## config.mk

```make
export PLATFORM = sky130hd
export DESIGN_NAME = bit_file_header_parser_flat
export DESIGN_NICKNAME = d
export VERILOG_FILES = /design/src/rtl/bfhp_pkg.sv /design/src/rtl/bfhp_if.sv /design/src/rtl/bit_file_header_parser.sv /design/src/rtl/bfhp_step.sv /design/src/flat_wrapper.sv
export SDC_FILE = /design/constraint.sdc
export NUM_CORES = 1
export LEC_CHECK = 0
export BUFFER_PORTS_ARGS = -buffer_cell sky130_fd_sc_hd__buf_2
export CORE_MARGIN = 4
export CORE_UTILIZATION = 35
export DETAILED_ROUTE_END_ITERATION = 10
export GPL_ROUTABILITY_DRIVEN = 0
export HOLD_SLACK_MARGIN = 0.15
export PLACE_DENSITY = 0.58
export SLEW_MARGIN = 0
export SYNTH_ARGS = -nofsm -noshare
export SYNTH_HDL_FRONTEND = slang
export SYNTH_HIERARCHICAL = 1
export SYNTH_SLANG_ARGS = --single-unit
```

## constraint.sdc

```tcl
create_clock -name clk -period 5.95 [get_ports clk]
set_input_delay 0.2975 -clock clk [delete_from_list [all_inputs] [get_ports clk]]
set_output_delay 0.2975 -clock clk [all_outputs]
set_load 0.02 [all_outputs]
```

## src/rtl/bfhp_pkg.sv

```systemverilog
// shared types, constants and a lookup function for the bit file header parser
package bfhp_pkg;

    localparam int unsigned PHASE_W    = 5;
    localparam int unsigned POS_W      = 16;
    localparam int unsigned SLEN_W     = 16;
    localparam int unsigned ACC_W      = 32;
    localparam int unsigned KIND_W     = 3;
    localparam int unsigned PREFIX_LEN = 13;
    localparam int unsigned PLEN_BYTES = 4;

    localparam logic [PHASE_W-1:0] PH_PREFIX  = 5'd0;
    localparam logic [PHASE_W-1:0] PH_STR_LO  = 5'd1;
    localparam logic [PHASE_W-1:0] PH_STR_HI  = 5'd16;
    localparam logic [PHASE_W-1:0] PH_E_MARK  = 5'd17;
    localparam logic [PHASE_W-1:0] PH_PLEN    = 5'd18;
    localparam logic [PHASE_W-1:0] PH_PAYLOAD = 5'd19;

    localparam logic [1:0] SUB_MARKER = 2'd0;
    localparam logic [1:0] SUB_LEN_HI = 2'd1;
    localparam logic [1:0] SUB_LEN_LO = 2'd2;
    localparam logic [1:0] SUB_BODY   = 2'd3;

    localparam logic [KIND_W-1:0] KIND_FIXED   = 3'd0;
    localparam logic [KIND_W-1:0] KIND_NAME    = 3'd1;
    localparam logic [KIND_W-1:0] KIND_DEVICE  = 3'd2;
    localparam logic [KIND_W-1:0] KIND_DATE    = 3'd3;
    localparam logic [KIND_W-1:0] KIND_TIME    = 3'd4;
    localparam logic [KIND_W-1:0] KIND_TERM    = 3'd5;
    localparam logic [KIND_W-1:0] KIND_PAYLOAD = 3'd6;

    localparam logic [7:0] MARK_A     = 8'h61;
    localparam logic [7:0] MARK_E     = 8'h65;
    localparam logic [7:0] CHAR_SPACE = 8'h20;
    localparam logic [7:0] CHAR_ZERO  = 8'h30;

    typedef struct packed {
        logic [KIND_W-1:0] kind;
        logic [7:0]        char_out;
        logic              header_ok;
        logic              header_done;
        logic [ACC_W-1:0]  stream_length;
    } bfhp_result_t;

    function automatic logic [7:0] prefix_byte(input logic [3:0] idx);
        logic [7:0] val;
        begin
            case (idx)
                4'd0:    val = 8'h00;
                4'd1:    val = 8'h09;
                4'd2:    val = 8'h0f;
                4'd3:    val = 8'hf0;
                4'd4:    val = 8'h0f;
                4'd5:    val = 8'hf0;
                4'd6:    val = 8'h0f;
                4'd7:    val = 8'hf0;
                4'd8:    val = 8'h0f;
                4'd9:    val = 8'hf0;
                4'd10:   val = 8'h00;
                4'd11:   val = 8'h00;
                4'd12:   val = 8'h01;
                default: val = 8'h00;
            endcase
            return val;
        end
    endfunction

endpackage

```

## src/rtl/bfhp_if.sv

```systemverilog
// request channel interfaces for raw bytes in and classified bytes out
interface bfhp_byte_if;
    logic       valid;
    logic       ready;
    logic [7:0] data_byte;
    logic       new_file;

    modport source (output valid, output data_byte, output new_file, input ready);
    modport sink   (input valid, input data_byte, input new_file, output ready);
endinterface

interface bfhp_result_if;
    logic        valid;
    logic        ready;
    logic [2:0]  kind;
    logic [7:0]  char_out;
    logic        header_ok;
    logic        header_done;
    logic [31:0] stream_length;

    modport source (output valid, output kind, output char_out, output header_ok,
                    output header_done, output stream_length, input ready);
    modport sink   (input valid, input kind, input char_out, input header_ok,
                    input header_done, input stream_length, output ready);
endinterface

```

## src/rtl/bit_file_header_parser.sv

```systemverilog
// an accepted byte is held in the input register, then its result is registered in the result register
// throughput: one byte per cycle while the output is not backpressured, set by the single parser state update per byte
// on output backpressure the result register holds, and the input register holds once it is full
// reset: parser returns to the start of the magic prefix with the ok flag set,
// both pipeline registers empty
module bit_file_header_parser (
    input  logic                 clk,
    input  logic                 rst_n,
    bfhp_byte_if.sink            byte_in,
    bfhp_result_if.source        result_out
);

    logic                   in_valid_reg;
    logic [7:0]             in_byte_reg;
    logic                   in_new_reg;
    logic                   out_valid_reg;
    bfhp_pkg::bfhp_result_t out_res_reg;
    bfhp_pkg::bfhp_result_t step_res;
    logic                   advance;
    logic                   in_take;

    assign advance = in_valid_reg && (!out_valid_reg || result_out.ready);
    assign byte_in.ready = !in_valid_reg || !out_valid_reg || result_out.ready;
    assign in_take = byte_in.valid && byte_in.ready;

    bfhp_step u_step (
        .clk       (clk),
        .rst_n     (rst_n),
        .en        (advance),
        .data_byte (in_byte_reg),
        .new_file  (in_new_reg),
        .result    (step_res)
    );

    always_ff @(posedge clk or negedge rst_n)
    begin
        if (!rst_n)
        begin
            in_valid_reg  <= 1'b0;
            out_valid_reg <= 1'b0;
        end
        else
        begin
            if (in_take)
            begin
                in_valid_reg <= 1'b1;
            end
            else if (advance)
            begin
                in_valid_reg <= 1'b0;
            end
            if (advance)
            begin
                out_valid_reg <= 1'b1;
            end
            else if (result_out.ready)
            begin
                out_valid_reg <= 1'b0;
            end
        end
    end

    always_ff @(posedge clk)
    begin
        if (in_take)
        begin
            in_byte_reg <= byte_in.data_byte;
            in_new_reg  <= byte_in.new_file;
        end
        if (advance)
        begin
            out_res_reg <= step_res;
        end
    end

    assign result_out.valid         = out_valid_reg;
    assign result_out.kind          = out_res_reg.kind;
    assign result_out.char_out      = out_res_reg.char_out;
    assign result_out.header_ok     = out_res_reg.header_ok;
    assign result_out.header_done   = out_res_reg.header_done;
    assign result_out.stream_length = out_res_reg.stream_length;

endmodule

```

## src/rtl/bfhp_step.sv

```systemverilog
// parser state registers and the per-byte classification logic
module bfhp_step (
    input  logic                  clk,
    input  logic                  rst_n,
    input  logic                  en,
    input  logic [7:0]            data_byte,
    input  logic                  new_file,
    output bfhp_pkg::bfhp_result_t result
);

    logic [bfhp_pkg::PHASE_W-1:0] phase_reg, phase_next;
    logic [bfhp_pkg::POS_W-1:0]   pos_reg, pos_next;
    logic [bfhp_pkg::SLEN_W-1:0]  slen_reg, slen_next;
    logic                         ok_reg, ok_next;
    logic [bfhp_pkg::ACC_W-1:0]   acc_reg, acc_next;

    logic [bfhp_pkg::PHASE_W-1:0] cur_phase;
    logic [bfhp_pkg::POS_W-1:0]   cur_pos;
    logic [bfhp_pkg::SLEN_W-1:0]  cur_slen;
    logic                         cur_ok;
    logic [bfhp_pkg::ACC_W-1:0]   cur_acc;
    logic [bfhp_pkg::PHASE_W-1:0] str_idx;
    logic [1:0]                   str_num;
    logic [1:0]                   str_sub;
    logic [bfhp_pkg::POS_W:0]     pos_inc;

    always_comb
    begin
        // restart drops all state before this byte is looked at
        cur_phase = new_file ? bfhp_pkg::PH_PREFIX : phase_reg;
        cur_pos   = new_file ? '0 : pos_reg;
        cur_slen  = new_file ? '0 : slen_reg;
        cur_ok    = new_file ? 1'b1 : ok_reg;
        cur_acc   = new_file ? '0 : acc_reg;

        str_idx = cur_phase - bfhp_pkg::PH_STR_LO;
        str_num = str_idx[3:2];
        str_sub = str_idx[1:0];
        pos_inc = {1'b0, cur_pos} + 17'd1;

        phase_next = cur_phase;
        pos_next   = cur_pos;
        slen_next  = cur_slen;
        ok_next    = cur_ok;
        acc_next   = cur_acc;

        result.kind        = bfhp_pkg::KIND_FIXED;
        result.char_out    = data_byte;
        result.header_done = 1'b0;

        if (cur_phase == bfhp_pkg::PH_PREFIX)
        begin
            if (data_byte != bfhp_pkg::prefix_byte(cur_pos[3:0]))
            begin
                ok_next = 1'b0;
            end
            if (pos_inc >= 17'(bfhp_pkg::PREFIX_LEN))
            begin
                pos_next   = '0;
                phase_next = bfhp_pkg::PH_STR_LO;
            end
            else
            begin
                pos_next = pos_inc[bfhp_pkg::POS_W-1:0];
            end
        end
        else if (cur_phase >= bfhp_pkg::PH_STR_LO && cur_phase <= bfhp_pkg::PH_STR_HI)
        begin
            case (str_sub)
                bfhp_pkg::SUB_MARKER:
                begin
                    if (data_byte != bfhp_pkg::MARK_A + {6'd0, str_num})
                    begin
                        ok_next = 1'b0;
                    end
                    phase_next = cur_phase + 5'd1;
                end
                bfhp_pkg::SUB_LEN_HI:
                begin
                    slen_next  = {data_byte, 8'h00};
                    phase_next = cur_phase + 5'd1;
                end
                bfhp_pkg::SUB_LEN_LO:
                begin
                    slen_next  = {cur_slen[15:8], data_byte};
                    pos_next   = '0;
                    // empty string skips its body
                    phase_next = ({cur_slen[15:8], data_byte} == 16'd0) ?
                                 cur_phase + 5'd2 : cur_phase + 5'd1;
                end
                default:
                begin
                    if (pos_inc >= {1'b0, cur_slen})
                    begin
                        result.kind = bfhp_pkg::KIND_TERM;
                        pos_next    = '0;
                        phase_next  = cur_phase + 5'd1;
                    end
                    else
                    begin
                        result.kind = bfhp_pkg::KIND_NAME + {1'b0, str_num};
                        if (str_num[1] && data_byte == bfhp_pkg::CHAR_SPACE)
                        begin
                            result.char_out = bfhp_pkg::CHAR_ZERO;
                        end
                        pos_next = pos_inc[bfhp_pkg::POS_W-1:0];
                    end
                end
            endcase
        end
        else if (cur_phase == bfhp_pkg::PH_E_MARK)
        begin
            if (data_byte != bfhp_pkg::MARK_E)
            begin
                ok_next = 1'b0;
            end
            pos_next   = '0;
            phase_next = bfhp_pkg::PH_PLEN;
        end
        else if (cur_phase == bfhp_pkg::PH_PLEN)
        begin
            acc_next = {cur_acc[23:0], data_byte};
            if (pos_inc >= 17'(bfhp_pkg::PLEN_BYTES))
            begin
                result.header_done = 1'b1;
                pos_next           = '0;
                phase_next         = bfhp_pkg::PH_PAYLOAD;
            end
            else
            begin
                pos_next = pos_inc[bfhp_pkg::POS_W-1:0];
            end
        end
        else
        begin
            result.kind = bfhp_pkg::KIND_PAYLOAD;
            phase_next  = bfhp_pkg::PH_PAYLOAD;
        end

        result.header_ok     = ok_next;
        result.stream_length = acc_next;
    end

    always_ff @(posedge clk or negedge rst_n)
    begin
        if (!rst_n)
        begin
            phase_reg <= bfhp_pkg::PH_PREFIX;
            pos_reg   <= '0;
            slen_reg  <= '0;
            ok_reg    <= 1'b1;
            acc_reg   <= '0;
        end
        else if (en)
        begin
            phase_reg <= phase_next;
            pos_reg   <= pos_next;
            slen_reg  <= slen_next;
            ok_reg    <= ok_next;
            acc_reg   <= acc_next;
        end
    end

endmodule
```

## src/flat_wrapper.sv

```systemverilog
// flat-port wrapper written by rule: the top's interface ports become plain ports
module bit_file_header_parser_flat 
  (clk, rst_n, byte_in_valid, byte_in_data_byte, byte_in_new_file, byte_in_ready, result_out_valid, result_out_kind, result_out_char_out, result_out_header_ok, result_out_header_done, result_out_stream_length, result_out_ready);
  bfhp_byte_if byte_in_i ();
  bfhp_result_if result_out_i ();
  input  logic clk;
  input  logic rst_n;
  input wire logic [$bits(byte_in_i.valid)-1:0] byte_in_valid;
  input wire logic [$bits(byte_in_i.data_byte)-1:0] byte_in_data_byte;
  input wire logic [$bits(byte_in_i.new_file)-1:0] byte_in_new_file;
  output wire logic [$bits(byte_in_i.ready)-1:0] byte_in_ready;
  output wire logic [$bits(result_out_i.valid)-1:0] result_out_valid;
  output wire logic [$bits(result_out_i.kind)-1:0] result_out_kind;
  output wire logic [$bits(result_out_i.char_out)-1:0] result_out_char_out;
  output wire logic [$bits(result_out_i.header_ok)-1:0] result_out_header_ok;
  output wire logic [$bits(result_out_i.header_done)-1:0] result_out_header_done;
  output wire logic [$bits(result_out_i.stream_length)-1:0] result_out_stream_length;
  input wire logic [$bits(result_out_i.ready)-1:0] result_out_ready;
  assign byte_in_i.valid = byte_in_valid;
  assign byte_in_i.data_byte = byte_in_data_byte;
  assign byte_in_i.new_file = byte_in_new_file;
  assign byte_in_ready = byte_in_i.ready;
  assign result_out_valid = result_out_i.valid;
  assign result_out_kind = result_out_i.kind;
  assign result_out_char_out = result_out_i.char_out;
  assign result_out_header_ok = result_out_i.header_ok;
  assign result_out_header_done = result_out_i.header_done;
  assign result_out_stream_length = result_out_i.stream_length;
  assign result_out_i.ready = result_out_ready;
  bit_file_header_parser u_core (.clk(clk), .rst_n(rst_n), .byte_in(byte_in_i), .result_out(result_out_i));
endmodule
```

==> insert_results.sql <==
INSERT INTO impl_metrics (metric_group, metric, value, unit) VALUES
('timing', 'post-route-period-util', '80.59', '%'),
('setup_path', 'crit_path_max_fanout', '12', ''),
('floorplan', 'die_area', '22210', 'µm²'),
('layout', 'antenna-diode-count', '0', ''),
('place', 'place.detailed.hpwl', '11.34', 'mm'),
('floorplan', 'fp.coreArea', '19530', 'µm²'),
('routing', 'wirelength', '17.00', 'mm'),
('floorplan', 'die_y', '149.0', 'µm'),
('routing', 'first_iter_violations', '549', ''),
('yosys', 'synth_top_flop_cell', 'sky130_fd_sc_hd__dfrtp_1', ''),
('setup_path', 'cpMaxStageDelayCell', 'sky130_fd_sc_hd__edfxtp_1', ''),
('power_and_ir_drop', 'power.leakage', '3.394', 'nW'),
('setup_path', 'timing.critical_path.cells', 'inv_1 -> nand2_1 -> inv_1 -> ha_1 -> nand2b_1 -> nor4_1 -> mux2_2 -> ha_1 -> a21oi_1 -> o21ai_0 -> a221o_1 -> a31oi_1 -> and2_1 -> nand3_1 -> a21oi_4 -> a221o_1', ''),
('clock_network', 'clk-insertion-delay-late', '0.42', 'ns'),
('setup_path', 'critPathCaptureType', 'register', ''),
('routing', 'routedWlPerCell', '17.10', 'µm'),
('setup_path', 'kind_of_start_point_of_the_critical_path', 'register', ''),
('power_and_ir_drop', 'power_density', '351.5', 'nW/µm²'),
('grt', 'grt_use_total', '15.87', '%'),
('setup_path', 'timing.critical_path.buf_inv', '2', ''),
('layout', 'area.sequential', '3425', 'µm²'),
('setup_path', 'critPathMaxStageDelay', '0.55', 'ns'),
('layout', 'fin_cells', '994', ''),
('routing', 'final_antenna_net_count', '0', ''),
('timing', 'fin_tns_setup', '0', 'ns'),
('timing', 'post-route-min-period', '4.795', 'ns'),
('routing', 'number_of_iterations_in_the_first_detailed_routing_pass', '5', ''),
('power_and_ir_drop', 'max-vdd-ir-drop', '0.2233', 'mV'),
('place', 'post-place-ws', '1.248', 'ns'),
('timing', 'slew-limit-headroom', '27.34', '%'),
('grt', 'first_pass_grt_wire_length', '27.83', 'mm'),
('floorplan', 'initial_core_util', '35.65', '%'),
('floorplan', 'core.rowCount', '51', ''),
('floorplan', 'chip_width', '149.0', 'µm'),
('status', 'status', 'completed', ''),
('yosys', 'synth_largest_type_area_fraction', '25.53', '%'),
('layout', 'filler_cell_count', '1936', ''),
('layout', 'net_count_final', '759', ''),
('yosys', 'syn_nets', '722', ''),
('yosys', 'async_flop_share', '57.14', '%'),
('routing', 'detail_route.vias_per_cell', '5.342', ''),
('setup_path', 'cp_data_arrival_time', '5.14', 'ns'),
('yosys', 'postSynthAreaPerCell', '10.25', 'µm²'),
('layout', 'multi_input_area', '3206', 'µm²'),
('flow_run', 'max_cap_violations', '0', ''),
('clock_network', 'h-tree-depth', '4', ''),
('yosys', 'synth.area.top_cells', 'sky130_fd_sc_hd__dfrtp_1, sky130_fd_sc_hd__edfxtp_1, sky130_fd_sc_hd__nand2_1', ''),
('clock_network', 'post-cts-setup-buffers', '0', ''),
('clock_network', 'ctsRootBufferMaster', 'sky130_fd_sc_hd__clkbuf_16', ''),
('clock_network', 'cts_inserted_buffers', '17', ''),
('clock_network', 'post_cts_resized', '0', ''),
('clock_network', 'path_clk_slew', '0.06', 'ns'),
('layout', 'post_route_cells_drive_above_1_share', '19.34', '%'),
('place', 'place_inst', '951', ''),
('yosys', 'synth_common_cells', 'sky130_fd_sc_hd__nand2_1, sky130_fd_sc_hd__dfrtp_1, sky130_fd_sc_hd__edfxtp_1', ''),
('routing', 'vias', '5310', ''),
('setup_path', 'worstSetupPathType', 'reg2reg', ''),
('grt', 'grt.overflow.total', '0', ''),
('timing', 'layout_setup_ws', '1.155', 'ns'),
('timing', 'setup-violations-final', '0', ''),
('setup_path', 'cpLargestDelayFamily', 'compound AO/OA/AOI/OAI gates', ''),
('timing', 'final.setup_skew', '0.01083', 'ns'),
('yosys', 'synth.ff_latch_count', '126', ''),
('clock_network', 'clkSinkCount', '126', ''),
('place', 'port-buffer-count', '59', ''),
('routing', 'drt_drc_violations_left', '0', ''),
('grt', 'grt_pass1_vias', '5040', ''),
('setup_path', 'critical_path_required', '6.29', 'ns'),
('clock_network', 'cts_tree', 'yes', ''),
('timing', 'rsz0062_at_grt', 'no', ''),
('grt', 'grt_max_degree', '76', '');
-- tightest hold or removal path, stage by stage --
cell	delay, ns
sky130_fd_sc_hd__buf_2	0.08
sky130_fd_sc_hd__nand2b_1	0.11
sky130_fd_sc_hd__nand2b_1	0.06
-- metrics by stage --
| step | power (mW) | area (µm²) | util (%) | hold slack (ns) |
|---|---|---|---|---|
| 2_1_floorplan | 1.576 | 6960 | - | 0.001909 |
| 3_3_place_gp | 1.762 | 7353 | 37.66 | 0.4768 |
| 3_5_place_dp | 1.749 | 7353 | 37.66 | 0.4773 |
| 4_1_cts | 2.858 | 8089 | 41.43 | 0.1638 |
| 5_1_grt | 2.992 | 8089 | 41.43 | 0.1950 |
| 6_report | 2.844 | 8089 | 41.43 | 0.1791 |
-- path summary, 6_finish.rpt --
kind | from | endpoint | slack [ns] | cells after the start
worst max-delay path | u_core/in_new_reg$_DFFE_PP_ | u_core/u_step/pos_reg[1]$_DFFE_PN0P_ | 1.16 | 16
worst min register to register | u_core/u_step/slen_reg[1]$_DFFE_PN0P_ | u_core/u_step/slen_reg[1]$_DFFE_PN0P_ | 0.50 | 1
worst min-delay path | result_out_ready | u_core/result_out.valid$_DFFE_PN0P_ | 0.18 | 3
min in group asynchronous | rst_n | u_core/u_step/pos_reg[9]$_DFFE_PN0P_ | 0.58 | 2
max in group asynchronous | rst_n | u_core/u_step/phase_reg[0]$_DFFE_PN0P_ | 4.71 | 2
worst max register to register | u_core/in_new_reg$_DFFE_PP_ | u_core/u_step/pos_reg[1]$_DFFE_PN0P_ | 1.16 | 16
-- what timing repair did --
item | 4_1_cts | 5_1_grt
endpoints found under the setup margin | 0 | 0
hold buffers | 11 | 0
endpoints found under the hold margin | 81 | 0
-- power by group --
part | total [mW] | switching, mW | internal, mW | leakage [nW]
clock | 1.09 | 0.371 | 0.723 | 0.298
combinational | 0.688 | 0.444 | 0.244 | 1.58
sequential | 1.06 | 0.0730 | 0.989 | 1.52
-- final cells by class --
type / instances / share of cell area, %
Sequential cell: 126 / 42.34
Multi-Input combinational cell: 480 / 39.63
Clock inverter: 10 / 1.995
Tap cell: 265 / 4.099
Clock buffer: 22 / 5.739
Timing Repair Buffer: 74 / 5.414
Inverter: 17 / 0.7889
-- per-layer routing --
metal  GRT usage (%)  part of all wire [%]  vias up
met1           22.99                    46     2585
li1                -                     -     2537
met3           3.008                   5.2       27
met2           23.72                    46      161
met5               0                     0        -
met4           5.858                   2.3        0
-- kinds of logic (layout without fill, tap and decap cells) --
family	Yosys count	count (layout)	share of synthesized area, %
flops	126	126	49.20
mux	42	42	6.795
fa+ha+maj	30	30	5.393
xor+xnor	13	13	1.636
compound gates	159	159	15.75
buf+inv	73	123	4.782
simple gates	236	236	16.45
-- cells in the final DEF (no fill, tap or decap), drive strengths merged, types with 5 or more instances in the layout --
cell	synthesis	final
nand2	116	116
dfrtp	71	71
buf	17	63
edfxtp	54	54
a21oi	45	45
mux2	39	39
o21ai	31	31
ha	30	30
nor2	29	29
a22o	27	27
clkbuf	39	22
nand3	21	21
inv	17	18
dlygate4sd3	0	11
nor2b	10	10
xnor2	9	9
nor3	9	9
nor4	9	9
and3	8	8
nand2b	7	7
nand4	7	7
and2	6	6
o21a	5	5
a21o	5	5
(Power assumes the default switching activity.)
